**config.mk**
```make
export PLATFORM = sky130hd
export DESIGN_NAME = decimal_text_to_integer_top
export DESIGN_NICKNAME = d
export VERILOG_FILES = /design/src/sv/dtti_pkg.sv /design/src/sv/dtti_field.sv /design/src/sv/decimal_text_to_integer_top.sv
export SDC_FILE = /design/constraint.sdc
export NUM_CORES = 1
export LEC_CHECK = 0
export BUFFER_PORTS_ARGS = -buffer_cell sky130_fd_sc_hd__buf_2
export CORE_MARGIN = 5
export CORE_UTILIZATION = 30
export DETAILED_ROUTE_END_ITERATION = 10
export PLACE_DENSITY = 0.46
export SYNTH_ARGS = -nofsm -noshare
export SYNTH_HDL_FRONTEND = slang
export SYNTH_HIERARCHICAL = 1
export SYNTH_SLANG_ARGS = --single-unit
```
**constraint.sdc**
```tcl
create_clock -name clk -period 5.2 [get_ports clk]
set_clock_uncertainty 0.1 [all_clocks]
set_input_delay 0 -clock clk [delete_from_list [all_inputs] [get_ports clk]]
set_output_delay 0 -clock clk [all_outputs]
set_load 0.005 [all_outputs]
```
**src/sv/dtti_pkg.sv**
```systemverilog
// Shared types, codes and constants for the decimal text to integer converter.
`default_nettype none

package dtti_pkg;

	typedef struct packed {
		logic [1:0] opcode;
		logic [7:0] text_byte;
	} in_word_t;

	typedef struct packed {
		logic signed [63:0] value;
		logic [2:0]         status;
	} out_word_t;

	localparam logic [1:0] OP_CHAR    = 2'd0;
	localparam logic [1:0] OP_END     = 2'd1;
	localparam logic [1:0] OP_MISSING = 2'd2;
	localparam logic [1:0] OP_UNUSED  = 2'd3;

	localparam logic [2:0] ST_OK      = 3'd0;
	localparam logic [2:0] ST_MISSING = 3'd1;
	localparam logic [2:0] ST_EMPTY   = 3'd2;
	localparam logic [2:0] ST_OVER    = 3'd3;
	localparam logic [2:0] ST_UNDER   = 3'd4;
	localparam logic [2:0] ST_INVALID = 3'd5;

	localparam logic [1:0] PH_LEAD   = 2'd0;
	localparam logic [1:0] PH_SIGN   = 2'd1;
	localparam logic [1:0] PH_DIGITS = 2'd2;
	localparam logic [1:0] PH_BAD    = 2'd3;

	localparam logic [63:0] CAP63       = 64'h8000_0000_0000_0000;
	localparam logic [63:0] TENTH_LIMIT = 64'd922337203685477580;
	localparam logic [63:0] MAX64_POS   = 64'h7FFF_FFFF_FFFF_FFFF;
	localparam logic [63:0] MAX32_POS   = 64'h0000_0000_7FFF_FFFF;
	localparam logic [63:0] MAX32_NEG   = 64'h0000_0000_8000_0000;

	localparam logic [7:0] CHR_ZERO  = 8'd48;
	localparam logic [7:0] CHR_NINE  = 8'd57;
	localparam logic [7:0] CHR_TAB   = 8'd9;
	localparam logic [7:0] CHR_CR    = 8'd13;
	localparam logic [7:0] CHR_SPACE = 8'd32;
	localparam logic [7:0] CHR_PLUS  = 8'd43;
	localparam logic [7:0] CHR_MINUS = 8'd45;

endpackage

`default_nettype wire

```
**src/sv/dtti_field.sv**
```systemverilog
// Field state and per-word parsing: digit accumulation, sign, and the final range check.
`default_nettype none

module dtti_field (
	input  wire logic                 clk,
	input  wire logic                 arst_n,
	input  wire logic                 fire,
	input  wire dtti_pkg::in_word_t   item,
	input  wire logic                 wide_mode,
	output logic                      has_result,
	output dtti_pkg::out_word_t       result
);

	logic [1:0]  phase_q, phase_d;
	logic        negative_q, negative_d;
	logic [63:0] magnitude_q, magnitude_d;
	logic        saturated_q, saturated_d;

	logic        is_digit;
	logic        is_space;
	logic        is_sign;
	logic [63:0] mag_next;
	logic [63:0] limit;

	assign is_digit = (item.text_byte >= dtti_pkg::CHR_ZERO) &&
		(item.text_byte <= dtti_pkg::CHR_NINE);
	assign is_space = ((item.text_byte >= dtti_pkg::CHR_TAB) &&
		(item.text_byte <= dtti_pkg::CHR_CR)) || (item.text_byte == dtti_pkg::CHR_SPACE);
	assign is_sign = (item.text_byte == dtti_pkg::CHR_PLUS) ||
		(item.text_byte == dtti_pkg::CHR_MINUS);

	// The magnitude is at most the tenth limit here, so ten times it plus a digit fits 64 bits.
	assign mag_next = (magnitude_q << 3) + (magnitude_q << 1) + {60'd0, item.text_byte[3:0]};

	always_comb begin
		phase_d     = phase_q;
		negative_d  = negative_q;
		magnitude_d = magnitude_q;
		saturated_d = saturated_q;
		has_result  = 1'b0;
		result      = '{value: 64'sd0, status: dtti_pkg::ST_OK};
		limit       = '0;
		unique case (item.opcode)
			dtti_pkg::OP_CHAR: begin
				if (phase_q != dtti_pkg::PH_BAD) begin
					if (is_digit) begin
						phase_d = dtti_pkg::PH_DIGITS;
						if (!saturated_q) begin
							if (magnitude_q > dtti_pkg::TENTH_LIMIT) begin
								saturated_d = 1'b1;
								magnitude_d = dtti_pkg::CAP63;
							end else if (mag_next > dtti_pkg::CAP63) begin
								saturated_d = 1'b1;
								magnitude_d = dtti_pkg::CAP63;
							end else begin
								magnitude_d = mag_next;
							end
						end
					end else if (phase_q == dtti_pkg::PH_LEAD && is_space) begin
						phase_d = phase_q;
					end else if (phase_q == dtti_pkg::PH_LEAD && is_sign) begin
						negative_d = (item.text_byte == dtti_pkg::CHR_MINUS);
						phase_d    = dtti_pkg::PH_SIGN;
					end else begin
						phase_d = dtti_pkg::PH_BAD;
					end
				end
			end
			dtti_pkg::OP_END: begin
				has_result = 1'b1;
				if (phase_q == dtti_pkg::PH_LEAD) begin
					result.status = dtti_pkg::ST_EMPTY;
				end else if (phase_q != dtti_pkg::PH_DIGITS) begin
					result.status = dtti_pkg::ST_INVALID;
				end else if (negative_q) begin
					limit = wide_mode ? dtti_pkg::CAP63 : dtti_pkg::MAX32_NEG;
					if (saturated_q || magnitude_q > limit) begin
						result.status = dtti_pkg::ST_UNDER;
					end else begin
						result.value = $signed(64'd0 - magnitude_q);
					end
				end else begin
					limit = wide_mode ? dtti_pkg::MAX64_POS : dtti_pkg::MAX32_POS;
					if (saturated_q || magnitude_q > limit) begin
						result.status = dtti_pkg::ST_OVER;
					end else begin
						result.value = $signed(magnitude_q);
					end
				end
				phase_d     = dtti_pkg::PH_LEAD;
				negative_d  = 1'b0;
				magnitude_d = '0;
				saturated_d = 1'b0;
			end
			dtti_pkg::OP_MISSING: begin
				has_result    = 1'b1;
				result.status = dtti_pkg::ST_MISSING;
				phase_d       = dtti_pkg::PH_LEAD;
				negative_d    = 1'b0;
				magnitude_d   = '0;
				saturated_d   = 1'b0;
			end
			default: begin
				has_result = 1'b0;
			end
		endcase
	end

	always_ff @(posedge clk or negedge arst_n) begin
		if (!arst_n) begin
			phase_q     <= dtti_pkg::PH_LEAD;
			negative_q  <= 1'b0;
			magnitude_q <= '0;
			saturated_q <= 1'b0;
		end else if (fire) begin
			phase_q     <= phase_d;
			negative_q  <= negative_d;
			magnitude_q <= magnitude_d;
			saturated_q <= saturated_d;
		end
	end

endmodule

`default_nettype wire

```
**src/sv/decimal_text_to_integer_top.sv**
```systemverilog
// Top level of the decimal text to integer converter: input register, field parser, result register.
// The block reads one text field one byte word at a time by base-10 strtol rules and returns one
// result word (value and status) for each end-of-field or missing-field word. It takes one input
// word every clock cycle unless a result word is stalled behind a full result register that is not
// taken; a result passes through one input register and one result register, with the parsing
// logic between them. Input words keep flowing while a result waits to be taken, until that
// result and a following result word would collide. The mode register is written through the
// configuration channel, which is always ready, and should be written only while the block is idle.
`default_nettype none

module decimal_text_to_integer_top (
	input  wire logic                 clk,
	input  wire logic                 arst_n,
	input  wire logic                 cfg_valid,
	output logic                      cfg_ready,
	input  wire logic                 cfg_data,
	input  wire logic                 in_valid,
	output logic                      in_ready,
	input  wire dtti_pkg::in_word_t   in_data,
	output logic                      out_valid,
	input  wire logic                 out_ready,
	output dtti_pkg::out_word_t       out_data
);

	dtti_pkg::in_word_t  item_s1;
	logic                valid_s1;
	logic                wide_mode_q;
	dtti_pkg::out_word_t out_q;
	logic                out_valid_q;
	logic                has_result;
	dtti_pkg::out_word_t result;
	logic                fire;

	assign cfg_ready = 1'b1;
	assign fire      = valid_s1 && (!has_result || !out_valid_q || out_ready);
	assign in_ready  = !valid_s1 || fire;
	assign out_valid = out_valid_q;
	assign out_data  = out_q;

	dtti_field u_field (
		.clk        (clk),
		.arst_n     (arst_n),
		.fire       (fire),
		.item       (item_s1),
		.wide_mode  (wide_mode_q),
		.has_result (has_result),
		.result     (result)
	);

	always_ff @(posedge clk or negedge arst_n) begin
		if (!arst_n) begin
			wide_mode_q <= 1'b0;
			valid_s1    <= 1'b0;
			out_valid_q <= 1'b0;
		end else begin
			if (cfg_valid && cfg_ready) begin
				wide_mode_q <= cfg_data;
			end
			if (in_valid && in_ready) begin
				valid_s1 <= 1'b1;
			end else if (fire) begin
				valid_s1 <= 1'b0;
			end
			if (fire && has_result) begin
				out_valid_q <= 1'b1;
			end else if (out_ready) begin
				out_valid_q <= 1'b0;
			end
		end
	end

	always_ff @(posedge clk) begin
		if (in_valid && in_ready) begin
			item_s1 <= in_data;
		end
		if (fire && has_result) begin
			out_q <= result;
		end
	end

endmodule

`default_nettype wire
```
==> results.yml <==
critical_path:
  crit_path_frequent_cell: "or4_1"
  critPathSlowestCell: "fa_1"
  critPathRequiredTime_ps: 5400
  crit_fanout: 4
  cp.arrival_ps: 5200
  crit_chain: "inv_1 > fa_1 > inv_1 > ha_1 > a211oi_2 > o21ai_1 > a311oi_2 > o21ai_2 > xor2_1 > or4_1 > or4_1 > or4_1 > o31ai_2 > buf_4 > a221oi_1"
  startpoint_type: "flop"
  max_stage_delay_ps: 610
  end_kind: "flop"
  critPathKind: "flop to flop"
run:
  cap_violations: 0
final_layout:
  fin_util_pct: 35.8
  area_growth_pct: 18.6
  final_common_cell: "nand2_1"
  drive_gt1_share_pct: 15.0
  design_area_um2: 15800
  final_cell_mix: "nand2_1, ha_1, nor2_1"
  n_antenna_cell: 0
  final_nets: 1870
placed_design:
  dp_hpwl_um: 40100
  io_buffers: 84
  gp_congestion: 0.934
  preCtsSetupSlack_ps: 5.38
  place_area_um2: 15000
drt:
  drt_pass1_iterations: 5
  first_iter_violations: 939
  vias_per_cell: 5.52
  wirelength_um: 49900
  vias: 12700
  drc: 0
  routedWlPerCell_um: 21.8
  antenna_left: 0
timing:
  setup_violations: 0
  min_period_ps: 5000
  worstMarginPinSlew_ps: 1080
  relSlewSlack_pct: 28.1
  tns_ps: 0
  rsz0062_at_grt: "false"
  setup_ws_ps: 204
  fmax_mhz: 200
  post-route-period-util_pct: 96.1
  hold_viol_final: 0
  drv_slew: 0
clock_network:
  cts_tree: "built"
  cts_made_buffers: 17
  clock_sinks: 148
  post_cts_buffers: 0
  clockBufferDepth: 2
  htreeDepth: 4
  insertion_delay_ps: 470
  path_clk_slew_ps: 70
  cts-root-buf: "clkbuf_16"
yosys:
  netlist.top_cell.by_area: "edfxtp_1"
  yosysSeqAreaShare_pct: 30.7
  syn_nets: 1718
  synth.area.top_cells: "edfxtp_1, ha_1, dfrtp_1, xor2_1, nand2_1"
  synth_top_area_share_pct: 17.3
  ys.flop_type: "edfxtp_1"
  yosysWarnings: 6
  synth_area_um2: 13300
  ys_seq_elements: 148
  syn_inst: 1538
  async_flop_share_pct: 48.0
  synth_edf_count: 77
  avgSynthCellArea_um2: 8.67
  yosys.cell_types.count: 86
global_routing:
  antenna_found_initial: 0
  grt_max_degree: 63
  grt_pass1_wl_um: 76800
  grt_pass1_vias: 12500
  grt_overflow: 0
  grt.total_usage_pct: 20.0
power:
  powerDensity_nw_per_um2: 383
  peakVddDrop_uv: 273
  p_total_mw: 6.06
  p_leak_nw: 6.93
floorplan:
  die_h_um: 221
  ios: 86
  core_area_um2: 44100
  dieArea_um2: 48800
  rows: 77
  die_x_um: 221
  start_util_pct: 30.2
worst_hold_path:
  min_path_type: "input pin to flop"
status:
  status: "completed"
-- cell usage after synthesis, types with 8 or more instances --
master / number
nand2_1: 172
ha_1: 162
nor2_1: 145
o21ai_0: 114
a21oi_1: 113
xor2_1: 81
edfxtp_1: 77
dfrtp_1: 71
clkbuf_1: 57
nand4_1: 44
a21o_1: 34
a22o_1: 30
nor3_1: 29
inv_1: 28
nand3_1: 28
o31ai_1: 26
xnor2_1: 26
or4_1: 19
or3_1: 18
a211oi_1: 17
nand2b_1: 16
nor4_1: 15
and4_1: 14
o21a_1: 14
a31oi_1: 13
o211ai_1: 13
and3_1: 12
o21bai_1: 11
o41ai_1: 8
-- worst max-delay path: cells and delay by family (launching register included) --
| family | cells | cell delay [ps] |
|---|---|---|
| xor+xnor | 1 | 170 |
| fa+ha+maj | 2 | 920 |
| flops | 1 | 400 |
| simple gates | 3 | 1660 |
| buf+inv | 3 | 310 |
| compound gates | 6 | 1280 |
-- per-stage QoR --
step,hold slack [ps],instances
after floorplan,-396,1538
after CTS,140,2294
after global placement,-131,2244
after detailed placement,-131,2244
final,162,2295
after global routing,161,2295
-- power breakdown --
group          internal [mW]  switching, mW  leakage (nW)
sequential              1.40          0.195          1.71
clock                  0.706          0.550         0.263
combinational           1.18           2.02          4.95
-- final timing paths --
check	start	end	slack, ps	depth (start not counted)
max	item_s1[3]$_DFFE_PP_	u_field/saturated_q$_DFFE_PN0P_	200	15
min in group asynchronous	arst_n	u_field/magnitude_q[54]$_DFFE_PN0P_	490	4
min	in_data[7]	item_s1[7]$_DFFE_PP_	160	2
max in group asynchronous	arst_n	u_field/negative_q$_DFFE_PN0P_	3730	4
max reg2reg	item_s1[3]$_DFFE_PP_	u_field/saturated_q$_DFFE_PN0P_	200	15
min reg2reg	u_field/magnitude_q[7]$_DFFE_PN0P_	u_field/magnitude_q[7]$_DFFE_PN0P_	480	1
-- layout make-up --
cell class | instances | area [um^2]
fill | 4671 | 28300
multi-input combinational | 1294 | 8940
sequential | 148 | 4090
timing repair buffer | 201 | 1370
tap | 592 | 741
clock buffer | 20 | 437
clock inverter | 12 | 134
inverter | 28 | 105
-- flip-flops by register name, summed over array words and instances, names as in the netlist --
register and count:
item_s1 10, u_field/phase_q 2, u_field/saturated_q 1, wide_mode_q 1, u_field/negative_q 1, out_valid 1, out_data 67, valid_s1 1
u_field/magnitude_q 64
-- metal layers --
layer	vias to the layer above	share of wire, %	global-route usage [%]	wire, um
met5	-	0	0	0
met3	59	4.6	3.41	2310
met1	6189	48	28.2	23900
li1	6088	-	-	-
met4	0	2.8	6.46	1420
met2	343	45	31.2	22300
-- timing repair --
item	4_1_cts	5_1_grt
pin swaps	0	2
gates cloned	0	1
hold buffers	18	0
resized for setup	1	17
hold endpoints to repair	45	0
setup endpoints to repair	2	13
-- cells by family (layout without fill, tap and decap cells) --
logic type                 Yosys count  count (layout)  synth area share [%]
and+or+nand+nor                    560             561                  21.0
AOI/OAI and AO/OA                  454             454                  22.1
adders and majority gates          164             164                  15.5
DFF                                148             148                  30.7
xor gates and xnor gates           107             107                  7.02
buffers and inverters               97             261                  3.18
muxes                                7               7                 0.535
other                                1               1                0.0281
No activity file was read; power rests on OpenSTA's default activity.
